`config.mk`:
```
export PLATFORM = sky130hd
export DESIGN_NAME = ses_div
export DESIGN_NICKNAME = d
export VERILOG_FILES = /design/src/rtl/core/ses_pkg.sv /design/src/rtl/core/ses_div.sv
export SDC_FILE = /design/constraint.sdc
export NUM_CORES = 1
export LEC_CHECK = 0
export BUFFER_PORTS_ARGS = -buffer_cell sky130_fd_sc_hd__clkbuf_2
export CAP_MARGIN = 20
export CORE_MARGIN = 1
export CORE_UTILIZATION = 45
export CTS_BUF_LIST = sky130_fd_sc_hd__clkbuf_8
export DETAILED_ROUTE_END_ITERATION = 10
export HOLD_SLACK_MARGIN = 0.08
export PLACE_DENSITY = 0.73
export SYNTH_ARGS = -nofsm -noshare
export SYNTH_HDL_FRONTEND = slang
export SYNTH_SLANG_ARGS = --single-unit
```
`constraint.sdc`:
```
create_clock -name clock -period 3.6 [get_ports clock]
set_input_delay 0.36 -clock clock [delete_from_list [all_inputs] [get_ports clock]]
set_output_delay 0.36 -clock clock [all_outputs]
set_load 0.01 [all_outputs]
```
`src/rtl/core/ses_pkg.sv`:
```
// ----------------------------------------------------------------------------
// ses_pkg
// Shared types, codes and constants of the stroke emboss shader.
// ----------------------------------------------------------------------------
`default_nettype none

package ses_pkg;

   localparam int MAP_WIDTH  = 128;
   localparam int MAP_HEIGHT = 128;
   localparam int MAP_DEPTH  = MAP_WIDTH * MAP_HEIGHT;
   localparam int ADDR_W     = $clog2(MAP_DEPTH);
   localparam int COORD_W    = $clog2(MAP_WIDTH);

   localparam int DIV_NUM_W  = 26;
   localparam int DIV_DEN_W  = 13;
   localparam int SQ_IN_W    = 44;
   localparam int SQ_OUT_W   = SQ_IN_W / 2;
   localparam int SQ_REM_W   = SQ_OUT_W + 2;

   typedef enum logic [1:0] {
      CMD_STAMP = 2'd0,
      CMD_READ  = 2'd1,
      CMD_CLEAR = 2'd2,
      CMD_NOP   = 2'd3
   } ses_cmd_type;

   typedef enum logic [1:0] {
      CSR_RADIUS = 2'd0,
      CSR_WIDTH  = 2'd1,
      CSR_HEIGHT = 2'd2,
      CSR_NONE   = 2'd3
   } ses_csr_type;

   typedef struct packed {
      logic [1:0] cmd;
      logic [6:0] pos_x;
      logic [6:0] pos_y;
      logic       ink;
   } ses_req_type;

   typedef struct packed {
      logic [7:0] red;
      logic [7:0] green;
      logic [7:0] blue;
      logic [7:0] alpha;
   } ses_rsp_type;

   typedef struct packed {
      logic [7:0] dval;
      logic [7:0] ox;
      logic [7:0] oy;
   } ses_entry_type;

   typedef struct packed {
      logic                 start;
      logic [DIV_NUM_W-1:0] num;
      logic [DIV_DEN_W-1:0] den;
   } ses_div_req_type;

   typedef struct packed {
      logic               start;
      logic [SQ_IN_W-1:0] opnd;
   } ses_sq_req_type;

   typedef enum logic [4:0] {
      S_CLEAR,
      S_IDLE,
      S_ST_CHECK,
      S_ST_SQRT,
      S_ST_DIVN,
      S_ST_DIVX,
      S_ST_DIVY,
      S_RD_WAIT,
      S_RD_EVAL,
      S_SH_SQRT,
      S_SH_MAC,
      S_SH_GLOSS,
      S_SH_SUM,
      S_SH_FIN,
      S_OUT
   } ses_state_type;

   localparam ses_entry_type MAP_RESET = '{dval: 8'd255, ox: 8'd0, oy: 8'd0};

   localparam logic [4:0] RADIUS_RESET = 5'd21;
   localparam logic [7:0] WIDTH_RESET  = 8'd128;
   localparam logic [7:0] HEIGHT_RESET = 8'd128;

   localparam logic signed [15:0] L_X = -16'sd6785;
   localparam logic signed [15:0] L_Y = -16'sd14701;
   localparam logic signed [15:0] L_Z = 16'sd7916;
   localparam logic signed [15:0] G_X = -16'sd3636;
   localparam logic signed [15:0] G_Y = -16'sd7877;
   localparam logic signed [15:0] G_Z = 16'sd13898;

   localparam logic signed [35:0] GLOSS_LO_Q = 36'sd217169920;
   localparam logic signed [35:0] GLOSS_HI_Q = 36'sd255295488;
   localparam logic [12:0] GLOSS_DEN = 13'd4654;
   localparam logic [13:0] AMBIENT   = 14'd8192;
   localparam logic [13:0] GLOSS_MAX = 14'd8192;
   localparam logic [7:0]  DIST_LIMIT = 8'd200;

   // ceil(2^28/25) and ceil(2^37/2327)
   localparam logic [23:0] RECIP_25   = 24'd10737419;
   localparam logic [25:0] RECIP_2327 = 26'd59062722;

endpackage

`default_nettype wire

```
`src/rtl/core/ses_div.sv`:
```
// ----------------------------------------------------------------------------
// ses_div
// Restoring divider, one quotient bit per cycle, unsigned.
// ----------------------------------------------------------------------------
`default_nettype none

module ses_div (
   input  wire logic                               clock,
   input  wire logic                               reset,
   input  wire ses_pkg::ses_div_req_type           div_req,
   output logic                                    div_done,
   output logic [ses_pkg::DIV_NUM_W-1:0]           div_quot
);

   localparam int CNT_W = $clog2(ses_pkg::DIV_NUM_W);
   localparam logic [CNT_W-1:0] LAST = CNT_W'(ses_pkg::DIV_NUM_W - 1);

   logic [ses_pkg::DIV_NUM_W-1:0] num_ff, num_in;
   logic [ses_pkg::DIV_DEN_W:0]   rem_ff, rem_in, rem_t;
   logic [ses_pkg::DIV_DEN_W-1:0] den_ff;
   logic [CNT_W-1:0]              cnt_ff;
   logic                          busy_ff, done_ff;
   logic                          ge;

   always_comb begin
      rem_t  = {rem_ff[ses_pkg::DIV_DEN_W-1:0], num_ff[ses_pkg::DIV_NUM_W-1]};
      ge     = rem_t >= {1'b0, den_ff};
      rem_in = ge ? rem_t - {1'b0, den_ff} : rem_t;
      num_in = {num_ff[ses_pkg::DIV_NUM_W-2:0], ge};
   end

   always_ff @(posedge clock) begin
      if (reset) begin
         busy_ff <= 1'b0;
         done_ff <= 1'b0;
      end else begin
         done_ff <= 1'b0;
         if (div_req.start) begin
            busy_ff <= 1'b1;
         end else if (busy_ff && cnt_ff == LAST) begin
            busy_ff <= 1'b0;
            done_ff <= 1'b1;
         end
      end
   end

   always_ff @(posedge clock) begin
      if (div_req.start) begin
         num_ff <= div_req.num;
         den_ff <= div_req.den;
         rem_ff <= '0;
         cnt_ff <= '0;
      end else if (busy_ff) begin
         num_ff <= num_in;
         rem_ff <= rem_in;
         cnt_ff <= cnt_ff + 1'b1;
      end
   end

   assign div_done = done_ff;
   assign div_quot = num_ff;

endmodule

`default_nettype wire

```
==> metrics.csv <==
metric,value,unit
status,"finished, final reports clean",
nets,385,
crit_type,flop to flop,
power_switching,0.000440,W
cp.required,3.85,ns
cts_max_path_buffers,2,
antennaDiodeCount,0,
grt_start_max_net_pins,55,
power_density,483,mW/mm2
leakage,1.52,nW
fin_crit_sh,74.4,%
drive_above_1_share,35.2,%
hpwl,3900,um
synth_top_area_share,39.2,%
maxCapViolCount,0,
yosysSeqAreaShare,52.6,%
start_util,46.8,%
drt-initial-drc-count,160,
h-tree-depth,3,
rsz0062_at_grt,false,
postCtsHoldBufs,0,
clock_insertion_delay_worst_skew,0.33,ns
ys_warn_count,0,
internal_power,0.00131,W
post_drt_wl_per_cell,13.7,um
postCtsSetupRepairBufs,0,
multi_input_area,0.00131,mm2
worst_slew_pin_slew,0.984,ns
routed_wl,5610,um
synthesis.nets,311,
path_max_fanout,17,
root_buffer,clkbuf_8,
pwr-share-clk,36.2,%
setup_ws,0.922,ns
dieArea,0.00698,mm2
ff_latch_area,0.00157,mm2
hold_viol_final,0,
clk_pin_slew,0.07,ns
synth.distinct_cells,39,
die_h,83.5,um
synthesis.area,0.00299,mm2
num_rows,29,
antenna_found_initial,0,
worstPathArrival,2.93,ns
synth_top_area_cell,edfxtp_1,
synthCells,253,
power_frac_comb,17.1,%
vias,2131,
synth-seq-cells,59,
fin_skew,0.00914,ns
seqPwrFrac,46.7,%
die_w,83.5,um
layout_min_cycle_time,2.68,ns
cts_resized,0,
grt_pass1_wl,9600,um
io_pins,69,
synth_flop_cell,edfxtp_1,
route.detailed.drc,0,
fmax,373,MHz
gr-total-overflow,0,
synth.area.top_cells,"edfxtp_1 (39%), dfxtp_1 (13%), mux2_2 (9.8%)",
tns,0,ns
portBuffers,68,
utilization,56.6,%
critPathCaptureType,flop,
drt.antenna.violating_nets,0,
grt_use_total,17.4,%
synth_edf_count,39,
numCtsBuffers,9,
cts_sinks,59,
cts_tree,done,
hp-class,input pin to flop,
switching_share,25.2,%
area_growth,20.9,%
max_slew_margin,34.3,%
synthArstFlopShare,0,%
cp-start-kind,flop,
synth.avg_cell_area,11.8,um2
maxSlewViolCount,0,
ir_worst_vdd,0.307,mV
coreArea,0.00639,mm2
grt_pass1_vias,2132,
setup_viol,0,
dp_worst_setup_slack,0.923,ns
avgViaCountPerCell,5.21,
drtPass1Iterations,4,
gp_congestion,0.816,
fillerInstances,546,
## logic make-up (layout without fill, tap and decap cells)
kind of cell	Yosys count	count (layout)	synth area share, %
simple gates	52	52	8.03
flops	59	59	52.6
mux	36	36	13.3
buf+inv	27	106	3.64
xor+xnor	13	13	3.81
fa+ha+maj	16	16	6.95
compound gates	50	50	11.7
## cell type report
class,count,share of cell area [%]
Clock buffer,9,3.43
Clock inverter,7,2.32
Inverter,20,2.08
Multi-Input combinational cell,167,36.2
Sequential cell,59,43.5
Tap cell,77,2.66
Timing Repair Buffer,70,9.83
## cell usage after synthesis (5+ instances only)
master and instances:
dfxtp_1 20, a211oi_1 8, xnor2_1 8, o21ai_1 8, nand2_1 13, nor2_1 21
inv_1 20, mux2_2 26, mux2i_1 9, xor2_1 5, edfxtp_1 39, a21oi_1 12
ha_1 15
## power by group through the flow
stage	clock (W)	sequential, W	combinational (W)
2_1_floorplan	0	0.000841	0.000192
3_3_place_gp	0	0.000830	0.000293
3_5_place_dp	0	0.000830	0.000298
4_1_cts	0.000646	0.000817	0.000301
5_1_grt	0.000678	0.000824	0.000332
6_report	0.000633	0.000816	0.000299
## routing by layer
layer  GRT usage (%)  vias to the layer above  routed length (um)
met3            5.54                        8                 315
met5               0                        -                   0
met2            27.3                       52                2600
li1                -                     1070                   -
met1            22.4                     1001                2620
met4            7.24                        0                  74
## through the flow
step	hold WS (ns)	total power, W	std cells	instance area, um2
floorplan	0.432	0.00103	253	2990
global placement	0.468	0.00112	393	3410
detailed placement	0.467	0.00113	393	3410
CTS	0.191	0.00176	409	3620
global route	0.183	0.00183	409	3620
finish	0.202	0.00175	409	3620
## worst paths after layout
path | startpoint | slack, ns | depth (start not counted) | to
setup / recovery | div_quot[25]$_DFFE_PP_ | 0.92 | 11 | rem_ff[0]$_SDFFE_PP0P_
hold / removal | reset | 0.20 | 2 | busy_ff$_SDFFE_PP0P_
setup reg to reg | div_quot[25]$_DFFE_PP_ | 0.92 | 11 | rem_ff[0]$_SDFFE_PP0P_
hold reg to reg | rem_ff[10]$_SDFFE_PP0P_ | 0.47 | 2 | rem_ff[10]$_SDFFE_PP0P_
## state kept, by name (all words and copies together), names as in the netlist
register and cells:
div_quot 26, den_ff 13, rem_ff 13, cnt_ff 5, busy_ff 1, div_done 1
## layout by cell type (no fill, tap or decap), types with 2 or more instances in the layout
master and instances:
clkbuf_2 68, edfxtp_1 39, mux2_2 26, inv_1 21
nor2_1 21, dfxtp_1 20, ha_1 15, nand2_1 13
a21oi_1 12, mux2i_1 9, clkbuf_8 9, o21ai_1 8
a211oi_1 8, xnor2_1 8, xor2_1 5, o21ai_0 4
nor3_1 4, nand4_1 3, a211oi_2 3, nor2b_1 3
a31o_1 3, clkinv_1 3, nand3_1 2, a21o_1 2
nand2b_1 2, a31oi_1 2, o21bai_1 2, bufinv_16 2
buf_4 2
## critical path, stage by stage (launching register included)
cell      delay [ns]
edfxtp_1        0.38
inv_1           0.09
ha_1            0.16
inv_1           0.05
fa_1            0.43
a211oi_2        0.27
o21ai_1         0.11
a21oi_2         0.18
o31a_2          0.19
o21ai_4         0.18
mux2_4          0.35
a211oi_2        0.19
Power figures use the tool's default switching activity.
