File: src/rtl/core/ses_pkg.sv
// ----------------------------------------------------------------------------
// ses_pkg
// Shared types, codes and constants of the stroke emboss shader.
// ----------------------------------------------------------------------------
`default_nettype none

package ses_pkg;

   localparam int MAP_WIDTH  = 128;
   localparam int MAP_HEIGHT = 128;
   localparam int MAP_DEPTH  = MAP_WIDTH * MAP_HEIGHT;
   localparam int ADDR_W     = $clog2(MAP_DEPTH);
   localparam int COORD_W    = $clog2(MAP_WIDTH);

   localparam int DIV_NUM_W  = 26;
   localparam int DIV_DEN_W  = 13;
   localparam int SQ_IN_W    = 44;
   localparam int SQ_OUT_W   = SQ_IN_W / 2;
   localparam int SQ_REM_W   = SQ_OUT_W + 2;

   typedef enum logic [1:0] {
      CMD_STAMP = 2'd0,
      CMD_READ  = 2'd1,
      CMD_CLEAR = 2'd2,
      CMD_NOP   = 2'd3
   } ses_cmd_type;

   typedef enum logic [1:0] {
      CSR_RADIUS = 2'd0,
      CSR_WIDTH  = 2'd1,
      CSR_HEIGHT = 2'd2,
      CSR_NONE   = 2'd3
   } ses_csr_type;

   typedef struct packed {
      logic [1:0] cmd;
      logic [6:0] pos_x;
      logic [6:0] pos_y;
      logic       ink;
   } ses_req_type;

   typedef struct packed {
      logic [7:0] red;
      logic [7:0] green;
      logic [7:0] blue;
      logic [7:0] alpha;
   } ses_rsp_type;

   typedef struct packed {
      logic [7:0] dval;
      logic [7:0] ox;
      logic [7:0] oy;
   } ses_entry_type;

   typedef struct packed {
      logic                 start;
      logic [DIV_NUM_W-1:0] num;
      logic [DIV_DEN_W-1:0] den;
   } ses_div_req_type;

   typedef struct packed {
      logic               start;
      logic [SQ_IN_W-1:0] opnd;
   } ses_sq_req_type;

   typedef enum logic [4:0] {
      S_CLEAR,
      S_IDLE,
      S_ST_CHECK,
      S_ST_SQRT,
      S_ST_DIVN,
      S_ST_DIVX,
      S_ST_DIVY,
      S_RD_WAIT,
      S_RD_EVAL,
      S_SH_SQRT,
      S_SH_MAC,
      S_SH_GLOSS,
      S_SH_SUM,
      S_SH_FIN,
      S_OUT
   } ses_state_type;

   localparam ses_entry_type MAP_RESET = '{dval: 8'd255, ox: 8'd0, oy: 8'd0};

   localparam logic [4:0] RADIUS_RESET = 5'd21;
   localparam logic [7:0] WIDTH_RESET  = 8'd128;
   localparam logic [7:0] HEIGHT_RESET = 8'd128;

   localparam logic signed [15:0] L_X = -16'sd6785;
   localparam logic signed [15:0] L_Y = -16'sd14701;
   localparam logic signed [15:0] L_Z = 16'sd7916;
   localparam logic signed [15:0] G_X = -16'sd3636;
   localparam logic signed [15:0] G_Y = -16'sd7877;
   localparam logic signed [15:0] G_Z = 16'sd13898;

   localparam logic signed [35:0] GLOSS_LO_Q = 36'sd217169920;
   localparam logic signed [35:0] GLOSS_HI_Q = 36'sd255295488;
   localparam logic [12:0] GLOSS_DEN = 13'd4654;
   localparam logic [13:0] AMBIENT   = 14'd8192;
   localparam logic [13:0] GLOSS_MAX = 14'd8192;
   localparam logic [7:0]  DIST_LIMIT = 8'd200;

   // ceil(2^28/25) and ceil(2^37/2327)
   localparam logic [23:0] RECIP_25   = 24'd10737419;
   localparam logic [25:0] RECIP_2327 = 26'd59062722;

endpackage

`default_nettype wire

File: src/rtl/core/ses_sqrt.sv
// ----------------------------------------------------------------------------
// ses_sqrt
// Integer square root, floor, one result bit per cycle.
// ----------------------------------------------------------------------------
`default_nettype none

module ses_sqrt (
   input  wire logic                               clock,
   input  wire logic                               reset,
   input  wire ses_pkg::ses_sq_req_type            sq_req,
   output logic                                    sq_done,
   output logic [ses_pkg::SQ_OUT_W-1:0]            sq_root
);

   localparam int CNT_W = $clog2(ses_pkg::SQ_OUT_W);
   localparam logic [CNT_W-1:0] LAST = CNT_W'(ses_pkg::SQ_OUT_W - 1);

   logic [ses_pkg::SQ_IN_W-1:0]  opnd_ff;
   logic [ses_pkg::SQ_OUT_W-1:0] root_ff, root_in;
   logic [ses_pkg::SQ_REM_W-1:0] rem_ff, rem_in, rem_t, trial;
   logic [CNT_W-1:0]             cnt_ff;
   logic                         busy_ff, done_ff;

   always_comb begin
      rem_t   = {rem_ff[ses_pkg::SQ_REM_W-3:0],
                 opnd_ff[ses_pkg::SQ_IN_W-1:ses_pkg::SQ_IN_W-2]};
      trial   = {root_ff, 2'b01};
      if (rem_t >= trial) begin
         rem_in  = rem_t - trial;
         root_in = {root_ff[ses_pkg::SQ_OUT_W-2:0], 1'b1};
      end else begin
         rem_in  = rem_t;
         root_in = {root_ff[ses_pkg::SQ_OUT_W-2:0], 1'b0};
      end
   end

   always_ff @(posedge clock) begin
      if (reset) begin
         busy_ff <= 1'b0;
         done_ff <= 1'b0;
      end else begin
         done_ff <= 1'b0;
         if (sq_req.start) begin
            busy_ff <= 1'b1;
         end else if (busy_ff && cnt_ff == LAST) begin
            busy_ff <= 1'b0;
            done_ff <= 1'b1;
         end
      end
   end

   always_ff @(posedge clock) begin
      if (sq_req.start) begin
         opnd_ff <= sq_req.opnd;
         root_ff <= '0;
         rem_ff  <= '0;
         cnt_ff  <= '0;
      end else if (busy_ff) begin
         opnd_ff <= {opnd_ff[ses_pkg::SQ_IN_W-3:0], 2'b00};
         root_ff <= root_in;
         rem_ff  <= rem_in;
         cnt_ff  <= cnt_ff + 1'b1;
      end
   end

   assign sq_done = done_ff;
   assign sq_root = root_ff;

endmodule

`default_nettype wire

File: config.mk
export PLATFORM = sky130hd
export DESIGN_NAME = ses_sqrt
export DESIGN_NICKNAME = d
export VERILOG_FILES = /design/src/rtl/core/ses_pkg.sv /design/src/rtl/core/ses_sqrt.sv
export SDC_FILE = /design/constraint.sdc
export NUM_CORES = 1
export LEC_CHECK = 0
export BUFFER_PORTS_ARGS = -buffer_cell sky130_fd_sc_hd__buf_2
export CAP_MARGIN = 0
export CORE_UTILIZATION = 23
export DETAILED_ROUTE_END_ITERATION = 10
export HOLD_SLACK_MARGIN = 0.08
export PLACE_DENSITY = 0.35
export SLEW_MARGIN = 10
export SYNTH_ARGS = -nofsm -noshare
export SYNTH_HDL_FRONTEND = slang
export SYNTH_SLANG_ARGS = --single-unit
export TNS_END_PERCENT = 30
File: constraint.sdc
create_clock -name clock -period 6.06 [get_ports clock]
set_input_delay 1.212 -clock clock [delete_from_list [all_inputs] [get_ports clock]]
set_output_delay 1.212 -clock clock [all_outputs]
set_load 0.02 [all_outputs]
==> flow_summary_export.csv <==
group,metric,value,unit
final_layout,area_growth,14.00,%
synth,netlist.area_leader.share,24.51,%
power,power.share.clock,19.2,%
sta,hold_violations,0,
clock_tree,cts_root_buf,"clkbuf_16",
sta,finalMaxSlewViolations,0,
grt,antenna_found_initial,2,
floorplanning,die_h,155.1,um
setup_path,rrSetupSlack,3020,ps
floorplanning,start_util,23.66,%
power,leakagePower,0.002402,uW
detailed_routing,ant_nets,0,
detailed_routing,drc,0,
place,portBuffers,69,
synth,synth_nets,610,
grt,grt_pass1_wl,21.39,mm
sta,worstMarginPinSlew,938.9,ps
power,switching_power,1288,uW
min_path,min_to,"rem_ff[21]",
sta,tns,0,ps
synth,synth_area_per_cell,10.04,sq um
synth,synth_area,5390,sq um
floorplanning,core-area,22780,sq um
grt,grt-ovfl-total,0,
floorplanning,rows,55,
clock_tree,clockBufferDepth,2,
setup_path,critPathArrivalTime,3290,ps
grt,first_global_vias,3973,
clock_tree,cts_buffers,9,
min_path,whs_path_depth,2,
setup_path,worstPathCellList,"inv_1 > ha_1 > a21oi_1 > o21ai_1 > a2111oi_4 > a31o_1 > nor4_1 > a2111oi_2",
power,powerDensity,476.4,nW/um^2
sta,max_freq,329.0,MHz
setup_path,critPathLaunchType,"flip-flop",
run,max_cap_viol_count,0,
min_path,hp-class,"reg2reg",
sta,setup_viol_count_final,0,
detailed_routing,dr.pass1.iters,4,
synth,ys.flop_type,"dfxtp_1",
setup_path,crit_path_end_kind,"flip-flop",
setup_path,r2r_cells,8,
floorplanning,ios,70,
place,dp_slack,2888,ps
clock_tree,cts_setup_buffers,0,
final_layout,nets,642,
sta,fin_crit,3039,ps
place,postPlaceCellArea,5853,sq um
setup_path,timing.rr.end,"rem_ff[9]",
floorplanning,die_area,24050,sq um
synth,synth-edff-count,44,
grt,grt_usage,11.34,%
power,switching_share,44.00,%
clock_tree,cts_tree,"yes",
sta,setup_ws,3021,ps
final_layout,final_area,6145,sq um
detailed_routing,via_count,3913,
synth,asyncSetResetFlopFracSynth,0,%
power,ir_drop,0.2415,mV
final_layout,final_core_util,26.98,%
grt,grt_max_degree,71,
detailed_routing,drt-total-wl,12.83,mm
power,pwr-share-seq,28.1,%
clock_tree,cts.clk_slew.worst_paths,70,ps
place,hpwl,9.187,mm
clock_tree,clock_sink_count,95,
synth,yosysWarnings,0,
synth,syn_inst,537,
final_layout,diodes,0,
setup_path,crit_slowest_cell,"a31o_1",
floorplanning,die_w,155.1,um
place,place.gp.congestion,0.7453,
power,pwr-share-comb,52.6,%
synth,seq_area_frac_synth,43.45,%
grt,gr-usage-met2,19.15,%
setup_path,r2r-start,"sq_root[13]",
synth,synth_top_cell_by_area,"edfxtp_1",
min_path,hold_start,"rem_ff[21]",
final_layout,drive_gt1_share,25.61,%
sta,fin_hold_ws,465.8,ps
setup_path,path_max_fanout,20,
clock_tree,cts_hold_buf,0,
sta,rsz0062_at_grt,"no",
sta,fin_skew,6.410,ps
power,intPower,1639,uW
grt,met1_usage,13.63,%
clock_tree,clk_latency,350,ps
clock_tree,cts_resized,0,
synth,synthDistinctLibCells,53,
clock_tree,cts_max_level,3,
detailed_routing,first_iter_violations,111,
synth,synthTopCellsByArea,"edfxtp_1 25%, dfxtp_1 19%, mux2_2 8.8%",
grt,grt-busiest-layer,"met2",
detailed_routing,wire_per_inst,14.46,um
setup_path,criticalPathCategory,"reg2reg",
status,outcome,"complete, no violations",
sta,relSlewSlack,37.41,%
synth,ys_ff_latch,95,
detailed_routing,detail_route.vias_per_cell,4.411,
setup_path,slowest_delay,810,ps
sta,timing.final.crit_share,50.15,%
setup_path,critPathRequiredTime,6310,ps
grt,met3_usage,3.649,%
## placed cells by master, fill, tap and decap left out, types with 6 or more instances in the layout
cell,netlist,layout
o21ai_0,11,11
edfxtp_1,44,44
buf_4,21,6
dfxtp_1,51,50
o21ai_1,14,14
xor2_1,9,9
a21oi_1,26,26
nand2_1,42,42
o211ai_1,6,6
buf_2,12,68
nor2_1,61,61
mux2_2,42,42
inv_1,30,29
xnor2_1,14,14
ha_1,26,26
nand3_1,11,11
a211oi_1,8,8
mux2i_1,26,26
clkbuf_16,0,9
## cell type report
class                           count  area (sq um)
Clock buffer                        9         225.2
Clock inverter                      7         66.31
Fill cell                        2445         16630
Inverter                           30         112.6
Multi-Input combinational cell    359          2620
Sequential cell                    95          2344
Tap cell                          313         391.6
Timing Repair Buffer               74         385.4
## synth_stat cells, types with 8 or more instances
library cell   n
a211oi_1       8
a21oi_1       26
buf_2         12
buf_4         21
clkbuf_1      12
dfxtp_1       51
edfxtp_1      44
ha_1          26
inv_1         30
mux2_2        42
mux2i_1       26
nand2_1       42
nand3_1       11
nor2_1        61
o21ai_0       11
o21ai_1       14
xnor2_1       14
xor2_1         9
## worst max-delay path by stage
| stage | start | endpoint | cells after the start |
|---|---|---|---|
| floorplan | sq_req[44] | opnd_ff[0] | 3 |
| global route | sq_root[13] | rem_ff[9] | 8 |
| finish | sq_root[13] | rem_ff[9] | 8 |
| global placement | sq_req[44] | rem_ff[19] | 5 |
| CTS | sq_root[13] | rem_ff[9] | 8 |
| detailed placement | sq_req[44] | rem_ff[17] | 5 |
## routing by layer
layer | vias up | part of all wire (%)
met2 | 91 | 47
met5 | - | 0.10
met1 | 1840 | 45
met4 | 2 | 1.8
li1 | 1963 | -
met3 | 17 | 5.6
## critical path, delay by kind of cell, from the launching register on
| family | cells | cell delay (ps) |
|---|---|---|
| compound gates | 5 | 1900 |
| fa+ha+maj | 1 | 390 |
| flops | 1 | 380 |
| simple gates | 1 | 190 |
| buf+inv | 1 | 60 |
## through the flow
step / power [uW] / cells
2_1_floorplan: 2078 / 537
3_3_place_gp: 2387 / 871
3_5_place_dp: 2385 / 871
4_1_cts: 2975 / 887
5_1_grt: 3175 / 887
6_report: 2927 / 887
## flip-flops by register name (all words and copies together), names as in the netlist
name	count
opnd_ff	44
rem_ff	22
sq_root	22
cnt_ff	5
busy_ff	1
sq_done	1
## kinds of logic after synthesis
| logic type | after synthesis | share of synthesized area (%) |
|---|---|---|
| AND/OR/NAND/NOR | 136 | 11.05 |
| AO/OA/AOI/OAI | 106 | 14.18 |
| flip-flops | 95 | 43.45 |
| buffers and inverters | 83 | 7.939 |
| multiplexers | 68 | 13.60 |
| adder cells (fa/ha/maj) | 26 | 6.035 |
| XOR/XNOR | 23 | 3.737 |
## power groups by stage
stage / logic (uW) / registers (uW) / clock network (uW)
finish: 1540 / 823 / 563
global route: 1720 / 835 / 618
CTS: 1560 / 825 / 593
detailed placement: 1550 / 838 / 0
global placement: 1550 / 839 / 0
floorplan: 1270 / 812 / 0
Note: power is estimated with default switching activity, not from simulation.
